`src/hw/rtl/sobol_sequence_generator_core_assert.svh`:
```
// ---------------------------------------------------------------------------
// sobol sequence generator core assertion macros
// shared property forms, sampled on clock and disabled during reset
// ---------------------------------------------------------------------------
`ifndef SOBOL_SEQUENCE_GENERATOR_CORE_ASSERT_SVH
`define SOBOL_SEQUENCE_GENERATOR_CORE_ASSERT_SVH

// same-cycle implication
`define SOBOL_ASSERT_IMP(lbl, ante, cons, msg) \
   lbl: assert property (@(posedge clock) disable iff (reset) (ante) |-> (cons)) \
      else $error(msg);

// next-cycle implication
`define SOBOL_ASSERT_NXT(lbl, ante, cons, msg) \
   lbl: assert property (@(posedge clock) disable iff (reset) (ante) |=> (cons)) \
      else $error(msg);

`endif

```
`src/hw/rtl/sobol_pkg.sv`:
```
// ---------------------------------------------------------------------------
// sobol_pkg
// shared types, codes and defaults of the sobol sequence generator
// ---------------------------------------------------------------------------
`default_nettype none

package sobol_pkg;

   localparam int BITS_DEFAULT     = 15;
   localparam int MAX_DIMS_DEFAULT = 8;
   localparam int WORD_DEFAULT     = 32;
   localparam int QUEUE_DEPTH      = 2;

   localparam logic [1:0] ACT_LOAD    = 2'd0;
   localparam logic [1:0] ACT_NEXT    = 2'd1;
   localparam logic [1:0] ACT_RESTART = 2'd2;

   localparam logic [1:0] CSR_DIMS_IN_USE   = 2'd0;
   localparam logic [1:0] CSR_POINTS_IN_USE = 2'd1;

   localparam logic [3:0]  DIMS_RESET   = 4'd8;
   localparam logic [15:0] POINTS_RESET = 16'd32768;

   typedef enum logic [1:0] {
      CMD_LOAD,
      CMD_NEXT,
      CMD_RESTART
   } sobol_cmd_type;

   typedef enum logic {
      ST_IDLE,
      ST_RUN
   } sobol_state_type;

   typedef struct packed {
      logic running;
      logic stage_vld;
   } sobol_status_type;

endpackage

`default_nettype wire

```
`src/hw/rtl/sobol_queue.sv`:
```
// ---------------------------------------------------------------------------
// sobol_queue
// short fifo decoupling the command front end from the execution back end
// ---------------------------------------------------------------------------
`default_nettype none

module sobol_queue #(
   parameter int WIDTH = 8
) (
   input  wire logic             clock,
   input  wire logic             reset,
   input  wire logic             push,
   input  wire logic [WIDTH-1:0] push_data,
   output logic                  ready,
   output logic                  valid,
   input  wire logic             pop,
   output logic [WIDTH-1:0]      pop_data
);
   import sobol_pkg::*;

   localparam int PW = (QUEUE_DEPTH > 1) ? $clog2(QUEUE_DEPTH) : 1;
   localparam int CW = $clog2(QUEUE_DEPTH + 1);

   logic [WIDTH-1:0] slot_ff [QUEUE_DEPTH];
   logic [PW-1:0]    wr_ptr_ff, wr_ptr_in;
   logic [PW-1:0]    rd_ptr_ff, rd_ptr_in;
   logic [CW-1:0]    count_ff, count_in;
   logic             do_push, do_pop;

   assign ready    = (count_ff != CW'(QUEUE_DEPTH));
   assign valid    = (count_ff != '0);
   assign pop_data = slot_ff[rd_ptr_ff];
   assign do_push  = push && ready;
   assign do_pop   = pop && valid;

   always_comb begin
      wr_ptr_in = wr_ptr_ff;
      rd_ptr_in = rd_ptr_ff;
      if (do_push) begin
         wr_ptr_in = (wr_ptr_ff == PW'(QUEUE_DEPTH - 1)) ? '0 : wr_ptr_ff + 1'b1;
      end
      if (do_pop) begin
         rd_ptr_in = (rd_ptr_ff == PW'(QUEUE_DEPTH - 1)) ? '0 : rd_ptr_ff + 1'b1;
      end
      count_in = count_ff + CW'(do_push) - CW'(do_pop);
   end

   always_ff @(posedge clock) begin
      if (reset) begin
         wr_ptr_ff <= '0;
         rd_ptr_ff <= '0;
         count_ff  <= '0;
      end else begin
         wr_ptr_ff <= wr_ptr_in;
         rd_ptr_ff <= rd_ptr_in;
         count_ff  <= count_in;
      end
   end

   always_ff @(posedge clock) begin
      if (do_push) begin
         slot_ff[wr_ptr_ff] <= push_data;
      end
   end

endmodule

`default_nettype wire

```
`src/hw/rtl/sobol_front.sv`:
```
// ---------------------------------------------------------------------------
// sobol_front
// accepts request transactions, decodes and screens them, holds the csrs
// ---------------------------------------------------------------------------
`default_nettype none

module sobol_front #(
   parameter int BITS     = sobol_pkg::BITS_DEFAULT,
   parameter int MAX_DIMS = sobol_pkg::MAX_DIMS_DEFAULT,
   parameter int WORD     = sobol_pkg::WORD_DEFAULT,
   localparam int AW = (MAX_DIMS * BITS > 1) ? $clog2(MAX_DIMS * BITS) : 1,
   localparam int DW = (MAX_DIMS > 1) ? $clog2(MAX_DIMS) : 1
) (
   input  wire logic                    clock,
   input  wire logic                    reset,
   input  wire logic                    req_valid,
   output logic                         req_stall,
   input  wire logic [1:0]              req_action,
   input  wire logic [2:0]              req_load_dimension,
   input  wire logic [3:0]              req_load_bit,
   input  wire logic [14:0]             req_direction_value,
   input  wire logic                    csr_valid,
   output logic                         csr_ready,
   input  wire logic [1:0]              csr_index,
   input  wire logic [15:0]             csr_wdata,
   output logic                         q_push,
   input  wire logic                    q_ready,
   output sobol_pkg::sobol_cmd_type     q_cmd,
   output logic [AW-1:0]                q_addr,
   output logic [WORD-1:0]              q_word,
   output logic [DW-1:0]                last_dim,
   output logic [15:0]                  limit
);
   import sobol_pkg::*;

   localparam int unsigned CAP = (BITS < 16) ? (32'd1 << BITS) : 32'd65535;

   logic [3:0]  dims_ff, dims_in;
   logic [15:0] points_ff, points_in;
   logic        load_ok;
   logic        keep;

   assign req_stall = !q_ready;
   assign csr_ready = 1'b1;
   assign q_push    = req_valid && q_ready && keep;

   always_comb begin
      load_ok = (int'(req_load_bit) < BITS) && (int'(req_load_bit) < WORD) &&
                (int'(req_load_dimension) < MAX_DIMS);
      keep  = 1'b0;
      q_cmd = CMD_NEXT;
      case (req_action)
         ACT_LOAD: begin
            q_cmd = CMD_LOAD;
            keep  = load_ok;
         end
         ACT_NEXT: begin
            q_cmd = CMD_NEXT;
            keep  = 1'b1;
         end
         ACT_RESTART: begin
            q_cmd = CMD_RESTART;
            keep  = 1'b1;
         end
         default: keep = 1'b0;
      endcase
   end

   // table slot and direction word aligned to the top of the fraction
   assign q_addr = AW'(int'(req_load_dimension) * BITS + int'(req_load_bit));
   assign q_word = load_ok ?
                   (WORD'(req_direction_value) << (WORD - 1 - int'(req_load_bit))) : '0;

   always_comb begin
      dims_in   = dims_ff;
      points_in = points_ff;
      if (csr_valid) begin
         case (csr_index)
            CSR_DIMS_IN_USE:   dims_in   = csr_wdata[3:0];
            CSR_POINTS_IN_USE: points_in = csr_wdata;
            default: ;
         endcase
      end
   end

   always_ff @(posedge clock) begin
      if (reset) begin
         dims_ff   <= DIMS_RESET;
         points_ff <= POINTS_RESET;
      end else begin
         dims_ff   <= dims_in;
         points_ff <= points_in;
      end
   end

   // zero dims behaves as one, oversize is clamped
   always_comb begin
      if (dims_ff == '0) begin
         last_dim = '0;
      end else if (int'(dims_ff) > MAX_DIMS) begin
         last_dim = DW'(MAX_DIMS - 1);
      end else begin
         last_dim = DW'(dims_ff - 4'd1);
      end
      limit = (32'(points_ff) > CAP) ? 16'(CAP) : points_ff;
   end

endmodule

`default_nettype wire

```
`src/hw/rtl/sobol_back.sv`:
```
// ---------------------------------------------------------------------------
// sobol_back
// executes queued commands: direction table, coordinate update, emission
// ---------------------------------------------------------------------------
`default_nettype none

module sobol_back #(
   parameter int BITS     = sobol_pkg::BITS_DEFAULT,
   parameter int MAX_DIMS = sobol_pkg::MAX_DIMS_DEFAULT,
   parameter int WORD     = sobol_pkg::WORD_DEFAULT,
   localparam int AW = (MAX_DIMS * BITS > 1) ? $clog2(MAX_DIMS * BITS) : 1,
   localparam int DW = (MAX_DIMS > 1) ? $clog2(MAX_DIMS) : 1
) (
   input  wire logic                     clock,
   input  wire logic                     reset,
   input  wire logic                     q_valid,
   output logic                          q_pop,
   input  wire sobol_pkg::sobol_cmd_type q_cmd,
   input  wire logic [AW-1:0]            q_addr,
   input  wire logic [WORD-1:0]          q_word,
   input  wire logic [DW-1:0]            last_dim,
   input  wire logic [15:0]              limit,
   output logic                          rsp_valid,
   input  wire logic                     rsp_stall,
   output logic [2:0]                    rsp_dimension,
   output logic [31:0]                   rsp_coordinate,
   output logic [14:0]                   rsp_point_index,
   output logic                          rsp_exhausted,
   output logic                          rsp_last,
   output sobol_pkg::sobol_status_type   status
);
   import sobol_pkg::*;

   localparam int DEPTH = MAX_DIMS * BITS;

   // direction table, a slot never loaded reads as zero
   logic [WORD-1:0]  dir_mem [DEPTH];
   logic [DEPTH-1:0] dir_vld_ff, dir_vld_in;
   logic [WORD-1:0]  rd_data_ff;
   logic             rd_en_ff, rd_en_in;

   logic [WORD-1:0]  coord_ff [MAX_DIMS];
   logic [WORD-1:0]  coord_in [MAX_DIMS];
   logic [15:0]      pdone_ff, pdone_in;

   sobol_state_type  state_ff, state_in;
   logic [DW-1:0]    dim_ff, dim_in;
   logic [DW-1:0]    last_ff, last_in;
   logic [AW-1:0]    base_ff, base_in;
   logic [14:0]      pidx_ff, pidx_in;
   logic             exh_ff, exh_in;
   logic             upd_ff, upd_in;

   logic             s2_vld_ff, s2_vld_in;
   logic [DW-1:0]    s2_dim_ff, s2_dim_in;
   logic             s2_emit_ff, s2_emit_in;
   logic             s2_last_ff, s2_last_in;
   logic [14:0]      s2_pidx_ff, s2_pidx_in;
   logic             s2_exh_ff, s2_exh_in;

   logic             rsp_vld_ff, rsp_vld_in;
   logic [2:0]       rsp_dim_ff, rsp_dim_in;
   logic [31:0]      rsp_coord_ff, rsp_coord_in;
   logic [14:0]      rsp_pidx_ff, rsp_pidx_in;
   logic             rsp_exh_ff, rsp_exh_in;
   logic             rsp_last_ff, rsp_last_in;

   logic             out_free, s2_go, issue;
   logic [15:0]      pm1;
   logic [4:0]       tones;
   logic             exh_now, upd_now;
   logic [WORD-1:0]  coord_new;

   assign out_free  = !rsp_vld_ff || !rsp_stall;
   assign s2_go     = s2_vld_ff && (!s2_emit_ff || out_free);
   assign issue     = (state_ff == ST_RUN) && (!s2_vld_ff || s2_go);
   // a restart must not clear a coordinate still in flight
   assign q_pop     = (state_ff == ST_IDLE) && q_valid &&
                      ((q_cmd != CMD_RESTART) || !s2_vld_ff);
   assign coord_new = coord_ff[s2_dim_ff] ^ (rd_en_ff ? rd_data_ff : '0);

   // trailing ones of the previous point index
   always_comb begin
      logic stop;
      stop  = 1'b0;
      tones = '0;
      pm1   = pdone_ff - 16'd1;
      for (int i = 0; i < 16; i++) begin
         if (!stop && pm1[i]) begin
            tones = tones + 5'd1;
         end else begin
            stop = 1'b1;
         end
      end
      exh_now = (pdone_ff >= limit);
      upd_now = !exh_now && (pdone_ff != '0) && (int'(tones) < BITS);
   end

   always_comb begin
      dir_vld_in = dir_vld_ff;
      coord_in   = coord_ff;
      pdone_in   = pdone_ff;
      state_in   = state_ff;
      dim_in     = dim_ff;
      last_in    = last_ff;
      base_in    = base_ff;
      pidx_in    = pidx_ff;
      exh_in     = exh_ff;
      upd_in     = upd_ff;

      case (state_ff)
         ST_IDLE: begin
            if (q_pop) begin
               case (q_cmd)
                  CMD_LOAD: dir_vld_in[q_addr] = 1'b1;
                  CMD_RESTART: begin
                     for (int d = 0; d < MAX_DIMS; d++) begin
                        coord_in[d] = '0;
                     end
                     pdone_in = '0;
                  end
                  CMD_NEXT: begin
                     exh_in  = exh_now;
                     upd_in  = upd_now;
                     base_in = upd_now ? AW'(tones) : '0;
                     dim_in  = '0;
                     last_in = last_dim;
                     if (exh_now) begin
                        pidx_in = (pdone_ff == '0) ? '0 : 15'(pdone_ff - 16'd1);
                     end else begin
                        pidx_in  = 15'(pdone_ff);
                        pdone_in = pdone_ff + 16'd1;
                     end
                     state_in = ST_RUN;
                  end
                  default: ;
               endcase
            end
         end
         ST_RUN: begin
            // every dimension advances, hidden ones too
            if (issue) begin
               dim_in  = dim_ff + 1'b1;
               base_in = base_ff + AW'(BITS);
               if (dim_ff == DW'(MAX_DIMS - 1)) begin
                  state_in = ST_IDLE;
               end
            end
         end
         default: state_in = ST_IDLE;
      endcase

      s2_vld_in  = s2_vld_ff;
      s2_dim_in  = s2_dim_ff;
      s2_emit_in = s2_emit_ff;
      s2_last_in = s2_last_ff;
      s2_pidx_in = s2_pidx_ff;
      s2_exh_in  = s2_exh_ff;
      rd_en_in   = rd_en_ff;
      if (issue) begin
         s2_vld_in  = 1'b1;
         s2_dim_in  = dim_ff;
         s2_emit_in = (dim_ff <= last_ff);
         s2_last_in = (dim_ff == last_ff);
         s2_pidx_in = pidx_ff;
         s2_exh_in  = exh_ff;
         rd_en_in   = upd_ff && dir_vld_ff[base_ff];
      end else if (s2_go) begin
         s2_vld_in = 1'b0;
      end

      if (s2_go) begin
         coord_in[s2_dim_ff] = coord_new;
      end

      rsp_vld_in   = rsp_vld_ff;
      rsp_dim_in   = rsp_dim_ff;
      rsp_coord_in = rsp_coord_ff;
      rsp_pidx_in  = rsp_pidx_ff;
      rsp_exh_in   = rsp_exh_ff;
      rsp_last_in  = rsp_last_ff;
      if (s2_go && s2_emit_ff) begin
         rsp_vld_in   = 1'b1;
         rsp_dim_in   = 3'(s2_dim_ff);
         rsp_coord_in = 32'(coord_new);
         rsp_pidx_in  = s2_pidx_ff;
         rsp_exh_in   = s2_exh_ff;
         rsp_last_in  = s2_last_ff;
      end else if (!rsp_stall) begin
         rsp_vld_in = 1'b0;
      end
   end

   always_ff @(posedge clock) begin
      if (reset) begin
         dir_vld_ff <= '0;
         for (int d = 0; d < MAX_DIMS; d++) begin
            coord_ff[d] <= '0;
         end
         pdone_ff  <= '0;
         state_ff  <= ST_IDLE;
         s2_vld_ff <= 1'b0;
         rsp_vld_ff <= 1'b0;
      end else begin
         dir_vld_ff <= dir_vld_in;
         coord_ff   <= coord_in;
         pdone_ff   <= pdone_in;
         state_ff   <= state_in;
         s2_vld_ff  <= s2_vld_in;
         rsp_vld_ff <= rsp_vld_in;
      end
   end

   always_ff @(posedge clock) begin
      dim_ff       <= dim_in;
      last_ff      <= last_in;
      base_ff      <= base_in;
      pidx_ff      <= pidx_in;
      exh_ff       <= exh_in;
      upd_ff       <= upd_in;
      s2_dim_ff    <= s2_dim_in;
      s2_emit_ff   <= s2_emit_in;
      s2_last_ff   <= s2_last_in;
      s2_pidx_ff   <= s2_pidx_in;
      s2_exh_ff    <= s2_exh_in;
      rd_en_ff     <= rd_en_in;
      rsp_dim_ff   <= rsp_dim_in;
      rsp_coord_ff <= rsp_coord_in;
      rsp_pidx_ff  <= rsp_pidx_in;
      rsp_exh_ff   <= rsp_exh_in;
      rsp_last_ff  <= rsp_last_in;
   end

   always_ff @(posedge clock) begin
      if (q_pop && (q_cmd == CMD_LOAD)) begin
         dir_mem[q_addr] <= q_word;
      end
      if (issue) begin
         rd_data_ff <= dir_mem[base_ff];
      end
   end

   assign rsp_valid       = rsp_vld_ff;
   assign rsp_dimension   = rsp_dim_ff;
   assign rsp_coordinate  = rsp_coord_ff;
   assign rsp_point_index = rsp_pidx_ff;
   assign rsp_exhausted   = rsp_exh_ff;
   assign rsp_last        = rsp_last_ff;

   assign status.running   = (state_ff == ST_RUN);
   assign status.stage_vld = s2_vld_ff;

endmodule

`default_nettype wire

```
`src/hw/rtl/sobol_sequence_generator_core.sv`:
```
// path: an accepted next transaction passes the queue, the run state, the table read
//   stage and the result register; a point steps through all MAX_DIMS dimensions with
//   one table read and one coordinate per cycle unless results stall
// reset: direction table valid bits, coordinates, point counter and queue clear at once,
//   csrs return to 8 dimensions and 32768 points; no clearing pass is needed
// ---------------------------------------------------------------------------
// sobol_sequence_generator_core
// gray-code sobol generator: decoding front end, command queue, execution back end
// ---------------------------------------------------------------------------
`default_nettype none

module sobol_sequence_generator_core #(
   parameter int BITS     = sobol_pkg::BITS_DEFAULT,
   parameter int MAX_DIMS = sobol_pkg::MAX_DIMS_DEFAULT,
   parameter int WORD     = sobol_pkg::WORD_DEFAULT
) (
   input  wire logic        clock,
   input  wire logic        reset,
   input  wire logic        req_valid,
   output logic             req_stall,
   input  wire logic [1:0]  req_action,
   input  wire logic [2:0]  req_load_dimension,
   input  wire logic [3:0]  req_load_bit,
   input  wire logic [14:0] req_direction_value,
   output logic             rsp_valid,
   input  wire logic        rsp_stall,
   output logic [2:0]       rsp_dimension,
   output logic [31:0]      rsp_coordinate,
   output logic [14:0]      rsp_point_index,
   output logic             rsp_exhausted,
   output logic             rsp_last,
   input  wire logic        csr_valid,
   output logic             csr_ready,
   input  wire logic [1:0]  csr_index,
   input  wire logic [15:0] csr_wdata
);
   import sobol_pkg::*;

   `include "sobol_sequence_generator_core_assert.svh"

   localparam int AW = (MAX_DIMS * BITS > 1) ? $clog2(MAX_DIMS * BITS) : 1;
   localparam int DW = (MAX_DIMS > 1) ? $clog2(MAX_DIMS) : 1;
   localparam int QW = 2 + AW + WORD;

   logic             f_push;
   sobol_cmd_type    f_cmd;
   logic [AW-1:0]    f_addr;
   logic [WORD-1:0]  f_word;
   logic [DW-1:0]    last_dim;
   logic [15:0]      limit;
   logic             q_ready;
   logic             q_valid;
   logic             q_pop;
   logic [QW-1:0]    q_data;
   sobol_cmd_type    q_cmd;
   sobol_status_type status;

   sobol_front #(
      .BITS     (BITS),
      .MAX_DIMS (MAX_DIMS),
      .WORD     (WORD)
   ) u_front (
      .clock               (clock),
      .reset               (reset),
      .req_valid           (req_valid),
      .req_stall           (req_stall),
      .req_action          (req_action),
      .req_load_dimension  (req_load_dimension),
      .req_load_bit        (req_load_bit),
      .req_direction_value (req_direction_value),
      .csr_valid           (csr_valid),
      .csr_ready           (csr_ready),
      .csr_index           (csr_index),
      .csr_wdata           (csr_wdata),
      .q_push              (f_push),
      .q_ready             (q_ready),
      .q_cmd               (f_cmd),
      .q_addr              (f_addr),
      .q_word              (f_word),
      .last_dim            (last_dim),
      .limit               (limit)
   );

   sobol_queue #(
      .WIDTH (QW)
   ) u_queue (
      .clock     (clock),
      .reset     (reset),
      .push      (f_push),
      .push_data ({f_cmd, f_addr, f_word}),
      .ready     (q_ready),
      .valid     (q_valid),
      .pop       (q_pop),
      .pop_data  (q_data)
   );

   assign q_cmd = sobol_cmd_type'(q_data[QW-1 -: 2]);

   sobol_back #(
      .BITS     (BITS),
      .MAX_DIMS (MAX_DIMS),
      .WORD     (WORD)
   ) u_back (
      .clock           (clock),
      .reset           (reset),
      .q_valid         (q_valid),
      .q_pop           (q_pop),
      .q_cmd           (q_cmd),
      .q_addr          (q_data[WORD +: AW]),
      .q_word          (q_data[WORD-1:0]),
      .last_dim        (last_dim),
      .limit           (limit),
      .rsp_valid       (rsp_valid),
      .rsp_stall       (rsp_stall),
      .rsp_dimension   (rsp_dimension),
      .rsp_coordinate  (rsp_coordinate),
      .rsp_point_index (rsp_point_index),
      .rsp_exhausted   (rsp_exhausted),
      .rsp_last        (rsp_last),
      .status          (status)
   );

   `SOBOL_ASSERT_IMP(a_full_not_empty, !q_ready, q_valid, "queue full yet reports empty")
   `SOBOL_ASSERT_NXT(a_next_queued, req_valid && !req_stall && (req_action == ACT_NEXT), q_valid, "accepted next transaction not queued")
   `SOBOL_ASSERT_IMP(a_restart_drained, q_pop && (q_cmd == CMD_RESTART), !status.stage_vld, "restart taken with coordinate in flight")
   `SOBOL_ASSERT_IMP(a_pop_when_idle, q_pop, !status.running, "command taken while a point is running")

endmodule

`default_nettype wire

```
`config.mk`:
```
export PLATFORM = sky130hd
export DESIGN_NAME = sobol_sequence_generator_core
export DESIGN_NICKNAME = d
export VERILOG_FILES = /design/src/hw/rtl/sobol_pkg.sv /design/src/hw/rtl/sobol_queue.sv /design/src/hw/rtl/sobol_front.sv /design/src/hw/rtl/sobol_back.sv /design/src/hw/rtl/sobol_sequence_generator_core.sv
export VERILOG_INCLUDE_DIRS = /design/src /design/src/hw/rtl
export SDC_FILE = /design/constraint.sdc
export NUM_CORES = 2
export LEC_CHECK = 0
export BUFFER_PORTS_ARGS = -buffer_cell sky130_fd_sc_hd__buf_2
export CELL_PAD_IN_SITES_DETAIL_PLACEMENT = 0
export CELL_PAD_IN_SITES_GLOBAL_PLACEMENT = 1
export CORE_MARGIN = 8
export CORE_UTILIZATION = 40
export DETAILED_ROUTE_END_ITERATION = 7
export GPL_TIMING_DRIVEN = 1
export PLACE_DENSITY = 0.62
export SYNTH_ARGS = -nofsm -noshare
export SYNTH_HDL_FRONTEND = slang
export SYNTH_SLANG_ARGS = --single-unit
```
`constraint.sdc`:
```
create_clock -name clock -period 14.1 [get_ports clock]
set_input_delay 0 -clock clock [delete_from_list [all_inputs] [get_ports clock]]
set_output_delay 0 -clock clock [all_outputs]
set_load 0.005 [all_outputs]
```
After elaboration in Yosys (flattened, before gate mapping)
Memory sizes are Yosys's and may differ from the RTL's. A register that Yosys moved wholly into a read port is not among the register bits.
Index checks and enable logic that the tools add are counted.
{ "classes": {"eq_ne": 14, "muxes": 81, "addsub": 26, "n_bitwise": 4, "shift": 1, "n_lt_le_gt_ge": 11, "multipliers": 1, "reduce_logical": 70} }
{ "op_table": {"columns": ["cell", "n"], "rows": [
  ["$mux W256", 4],
  ["$bwmux W256", 1],
  ["$mux W32", 5],
  ["$or A120 B120 Y120", 1],
  ["$bmux W32 S3", 1],
  ["$demux W32 S3", 1],
  ["$mux W5", 16],
  ["$add A5 B1 Y5 const B", 15],
  ["$mux W1", 34],
  ["$mux W16", 2],
  ["$pmux W16 S2", 1],
  ["$shl A15 B32 Y32", 1],
  ["$xor A32 B32 Y32", 1],
  ["$logic_and A1 B1 Y1", 30],
  ["$mux W15", 2],
  ["$mux W7", 3],
  ["$logic_not A1 Y1", 20],
  ["$add A16 B1 Y16 const B", 1],
  ["$ge A16 B16 Y1", 1],
  ["$gt A16 B16 Y1 const B", 1],
  ["$logic_not A16 Y1", 1],
  ["$lt A7 B8 Y1 const B", 2],
  ["$reduce_bool A16 Y1", 1],
  ["$sub A16 B1 Y16 const B", 1],
  ["other kinds (39)", 62]
]} }
{ "word_totals": {"ram_bits": 3922, "n_memories": 2, "regBits": 523} }
{ "memory_table": {"columns": ["memory", "words", "word_bits", "read_ports", "rd_clocked_by_memory_dff", "wr", "line", "rtl"], "rows": [
  ["u_back.dir_mem", 120, 32, 1, 1, 1, "sobol_back.sv:37", "logic [WORD-1:0] dir_mem [DEPTH];"],
  ["u_queue.slot_ff", 2, 41, 1, 1, 1, "sobol_queue.sv:24", "logic [WIDTH-1:0] slot_ff [QUEUE_DEPTH];"]
]} }

Logic depth before layout (Yosys ltp)
{ "depth": {"ltp_word": 51, "depth_mapped": 55} }

Cells and area by module
Synthesis repeated with hierarchy kept, for this count alone.
{ "unflattened": {"hier_cells": 8771, "area_unflattened_um2": 174822.7} }
{ "modules_own_cells": {"columns": ["module", "n_inst", "seq_area_each_um2", "cells_each", "area_per_inst_um2"], "rows": [
  ["sobol_back", 1, 127302.1, 8340, 169452.5],
  ["sobol_queue", 1, 2562.5, 157, 3206.8],
  ["sobol_front", 1, 400.4, 274, 2163.3]
]} }

Worst setup path before layout
No wires, ideal clock.
{ "synth_timing": {"path_type": "reg-to-reg", "from": "register u_back.pdone_ff[0]", "to": "register u_back.base_ff[0] (data pin)", "t_required_ns": 13.816, "period_less_slack_ns": 9.061, "path_stages_with_launch": 56, "setup_slack_ns": 5.039, "arrival_ns": 8.776, "setup_ns": 0.284, "n_path_buf": 2, "path_cell_list": "dfxtp_1 clkbuf_1 inv_1 ha_1 clkbuf_1 xnor2_1 nor2_1 xnor2_1 ha_1 inv_1 a21oi_1 ha_1 a22o_1 ha_1 and3_1 nor2_1 xnor2_1 nor2_1 [20 not listed] o31ai_1 ha_1 mux2i_1 nor2_1 a21oi_1 a21oi_1 ha_1 and2_1 xnor2_1 nor2_1 xnor2_1 xnor2_1 xnor2_1 nand3_1 a21oi_1 nand2_1 nand2_2 o32ai_1"} }
{ "synth_between": {"elab_chain_len": 51} }
{ "synth_rtl": {"columns": ["item", "line", "rtl"], "rows": [
  ["start, declared", "sobol_back.sv:44", "logic [15:0] pdone_ff, pdone_in;"],
  ["start signal, assigned", "sobol_back.sv:207", "pdone_ff <= pdone_in;"],
  ["parallel branches: the longest is 47 deep, another holds $sub A16 B1 Y16", null, null],
  ["$mux W5 (*)", "sobol_back.sv:125", "base_in = upd_now ? AW'(tones) : '0;"],
  ["$mux W7 (*)", "sobol_back.sv:114", "case (q_cmd)"],
  ["$mux W7 (*)", "sobol_back.sv:113", "if (q_pop) begin"],
  ["$pmux W7 S2 (*)", "sobol_back.sv:111", "case (state_ff)"],
  ["named net u_back.base_in[0]", "sobol_back.sv:49", "logic [AW-1:0] base_ff, base_in;"],
  ["end signal, assigned", "sobol_back.sv:217", "base_ff <= base_in;"],
  ["end, declared", "sobol_back.sv:49", null]
]} }
Mark *: on every way through the listed nets, which the timed path passes. The select of a mux whose other input is x is not followed.
A chain may end at the register's enable or synchronous reset.

Final worst setup path
Same ends and word-level chain as after synthesis.

==> metrics.md <==
| Metric | Value |
|---|---|
| Total placed cells including tap cells | roughly 9100 |
| Critical Path Fanout Max | 16 |
| Critical path arrival | between 10 and 15 ns |
| Slowest cell on the critical path | sky130_fd_sc_hd__dfxtp_1 |
| Result of the run | complete, no violations |
| TritonCTS buffer count | between 200 and 300 |
| Initial cell density of the core | 40.2% |
| Area inside the core boundary | 0.248 sq mm |
| I/O Pins | 102 |
| Cells resized by post-CTS repair | 0 |
| Layout Area Growth over Synthesis | 15.1% |
| Number of enable-type register cells in the synthesized netlist | 2090 |
| Number of standard cells after synthesis | 5803 |
| Synth Flop Type | sky130_fd_sc_hd__edfxtp_1 |
| Number of antenna violations at the first check in global routing | 8 |
| HPWL Detailed | around 150000 microns |
| Worst path buffer plus inverter count | 3 |
| Reg2Reg Setup Slack | 3.88 ns |
| Largest net degree at the start of global routing | 134 |
| Number of setup violations in the final report | 0 |
| Number of buffers added to fix hold violations after cts | 119 |
| Number of buffer cells added on primary ports | 100 |
| CTS clock-pin slew for the worst setup and hold paths | around 0.06 ns |
| H-tree level count | 5 |
| Post-layout net count | 6248 |
| Share of async-settable or async-resettable flops after synthesis | 0% |
| Placer congestion estimate | 0.780 |
| Routed wire length | 264000 microns |
| Number of synthesis warnings | 0 |
| Antenna-violating nets left | 0 |
| Most frequent standard cell in the layout excluding fill and tap cells | sky130_fd_sc_hd__edfxtp_1 |
| Peak ir drop on the vdd network | 0.314 mV |
| Fmax achieved | 97.8 MHz |
| Post-detailed-route wirelength per cell | 27.2 microns |
| Worst slew margin relative to its limit | 12.0% |
| Number of max-cap violations | 0 |
| Category of the worst setup path capture point | flop |
| Final hold slack | 0.0934 ns |
| Post-route insts no fill | between 9000 and 10000 |
| DRC violations left | 0 |
| Commonest cells after routing, fill and taps aside | sky130_fd_sc_hd__edfxtp_1, sky130_fd_sc_hd__mux4_2, sky130_fd_sc_hd__nand2_1 |
| Type of the worst setup path | reg2reg |
| Critical Path Stages | 53 |
| Vias per cell | 5.59 |
| Post-route setup slack | 3.88 ns |
| Pwr Density | 194 mW/mm^2 |
| Standby leakage power | about 37 nW |
| Count of buffers added by post-CTS timing repair for setup | 0 |
| Most common cell on crit path | sky130_fd_sc_hd__ha_1 |
| Final Hold Violating Endpoints | 0 |
| Worst-Margin Slew | 1.32 ns |
| Total Negative Setup Slacks | 0 ns |
| Total via count in the routed design | 54100 |
| Number of buffers on the longest clock path | 4 |
| Post-route clock period utilization | 72.5% |
| Clock root buffer | sky130_fd_sc_hd__clkbuf_16 |
| Period minus WS final | 10.22 ns |
| Part of the Yosys area used for sequential elements | approximately 71% |
| Delay-heaviest family, CP | adder cells |
| Die outline width | between 500 and 600 microns |
| Data required time at the worst endpoint | 14.70 ns |
| CTS tree | built |
| Total number of placement rows | 183 |
| Cell area after synthesis | 0.0997 sq mm |
| Height of the chip | 515 microns |
| Setup repair after global routing missed its margin | no |
| Post-placement worst setup slack | 3.96 ns |
| First DRT Iteration DRCs | 5472 |
| Die footprint | 0.266 sq mm |
| Synth unique cells | 94 |
| Mean Syn Cell Area | ~17 sq um |
| Slowest stage delay, CP | around 0.63 ns |
| Total global-route track usage | 19.5% |
| Kind of path behind the tightest hold check | in2reg |
| Critical path startpoint category | flop |
| Latest clock arrival within the worst-skew pair | 0.94 ns |
| First-pass GRT wire length | 385000 microns |
| Final design utilization | 46.3% |
| Number of global-route vias before repair | 54700 |
| Sink Count | approximately 2500 |
| Worst R2R Path Depth | 53 |
| Share of post-route cells with drive strength above 1 | 23.3% |
| Worst clock skew | about 0.078 ns |
| Fin. max-slew vios | 0 |
| Post-synthesis sequential element count | 2510 |
| Length of the first detailed-routing pass in iterations | 6 |
| Hold Path Depth | 4 |
| Remaining Overflow, GRT | 0 |
[synth_stat cells (all sizes together) (73+ instances only)]
cell / instances / area (sq um)
mux4: 610 / 13700
nand3: 134 / 681
o21ai: 212 / 1060
dfxtp: 420 / 8410
mux2i: 73 / 731
a22oi: 99 / 743
nand2: 465 / 1750
a21oi: 190 / 958
nor2: 450 / 1690
clkbuf: 274 / 1030
edfxtp: 2090 / 62800
buf: 77 / 339
[metal layers]
metal  share of wire [%]  up-vias  GRT usage (%)
met5                   0        -              0
met4                 1.8        0           4.14
met3                 6.4      329           3.56
met2                  48     1678           31.9
met1                  44    28500           27.5
li1                    -    23600              -
[per-stage QoR]
step                total power, mW  cell area (sq um)
floorplan                      13.5              99800
global placement               15.5             105000
detailed placement             15.5             105000
CTS                            22.5             115000
global route                   23.3             115000
finish                         22.3             115000
[cell type report]
type,instances,area (sq um)
Inverter,68,255
Fill cell,21200,133000
Multi-Input combinational cell,2875,27400
Clock inverter,86,709
Timing Repair Buffer,401,3170
Clock buffer,400,7970
Antenna cell,4,10.0
Sequential cell,2510,71200
Tap cell,3330,4170
[report_power, final]
group | internal [mW] | switching [mW] | total (mW) | leakage (nW)
sequential | 8.64 | 0.0703 | 8.71 | 22.2
clock | 4.12 | 2.85 | 6.97 | 4.23
combinational | 2.58 | 4.03 | 6.61 | 10.3
total | 15.3 | 6.95 | 22.3 | 36.8
[worst reg2reg max path, delay by kind of cell (launching register included)]
kind | cells | cell delay [ns]
AND/OR/NAND/NOR | 14 | 1.52
XOR/XNOR | 8 | 1.41
buffers and inverters | 3 | 0.31
AO/OA/AOI/OAI | 13 | 2.25
multiplexers | 4 | 0.45
flip-flops | 1 | 0.63
adder cells (fa/ha/maj) | 11 | 3.37
[final timing paths]
path	start	end
setup / recovery	u_back.pdone_ff[0]$_SDFFE_PP0P_	u_back.base_ff[0]$_DFFE_PP_
hold reg to reg	u_back.pidx_ff[13]$_DFFE_PP_	u_back.s2_pidx_ff[13]$_DFFE_PP_
hold / removal	rsp_stall	u_back.s2_vld_ff$_SDFFE_PP0P_
setup reg to reg	u_back.pdone_ff[0]$_SDFFE_PP0P_	u_back.base_ff[0]$_DFFE_PP_
[state kept, by name, indices dropped and copies added (netlist names), 2 cells and up, named ones only]
register                count
u_back.base_ff              7
u_back.coord_ff           256
u_back.dim_ff               3
u_back.dir_mem           1920
u_back.dir_vld_ff         120
u_back.last_ff              3
u_back.pdone_ff            16
u_back.pidx_ff             15
u_back.rd_data_ff          16
u_back.rsp_coordinate      32
u_back.rsp_dimension        3
u_back.rsp_point_index     15
u_back.s2_dim_ff            3
u_back.s2_pidx_ff          15
u_front.dims_ff             4
u_front.points_ff          16
u_queue.count_ff            2
u_queue.slot_ff            50
[cells by family after synthesis]
logic type                 synth area share, %
buffers and inverters                     1.63
muxes                                     15.1
DFF                                       71.3
AOI/OAI and AO/OA                         4.70
xor gates and xnor gates                 0.884
adders and majority gates                0.825
other                                  0.00753
and+or+nand+nor                           5.49
Note: power is estimated with default switching activity, not from simulation.
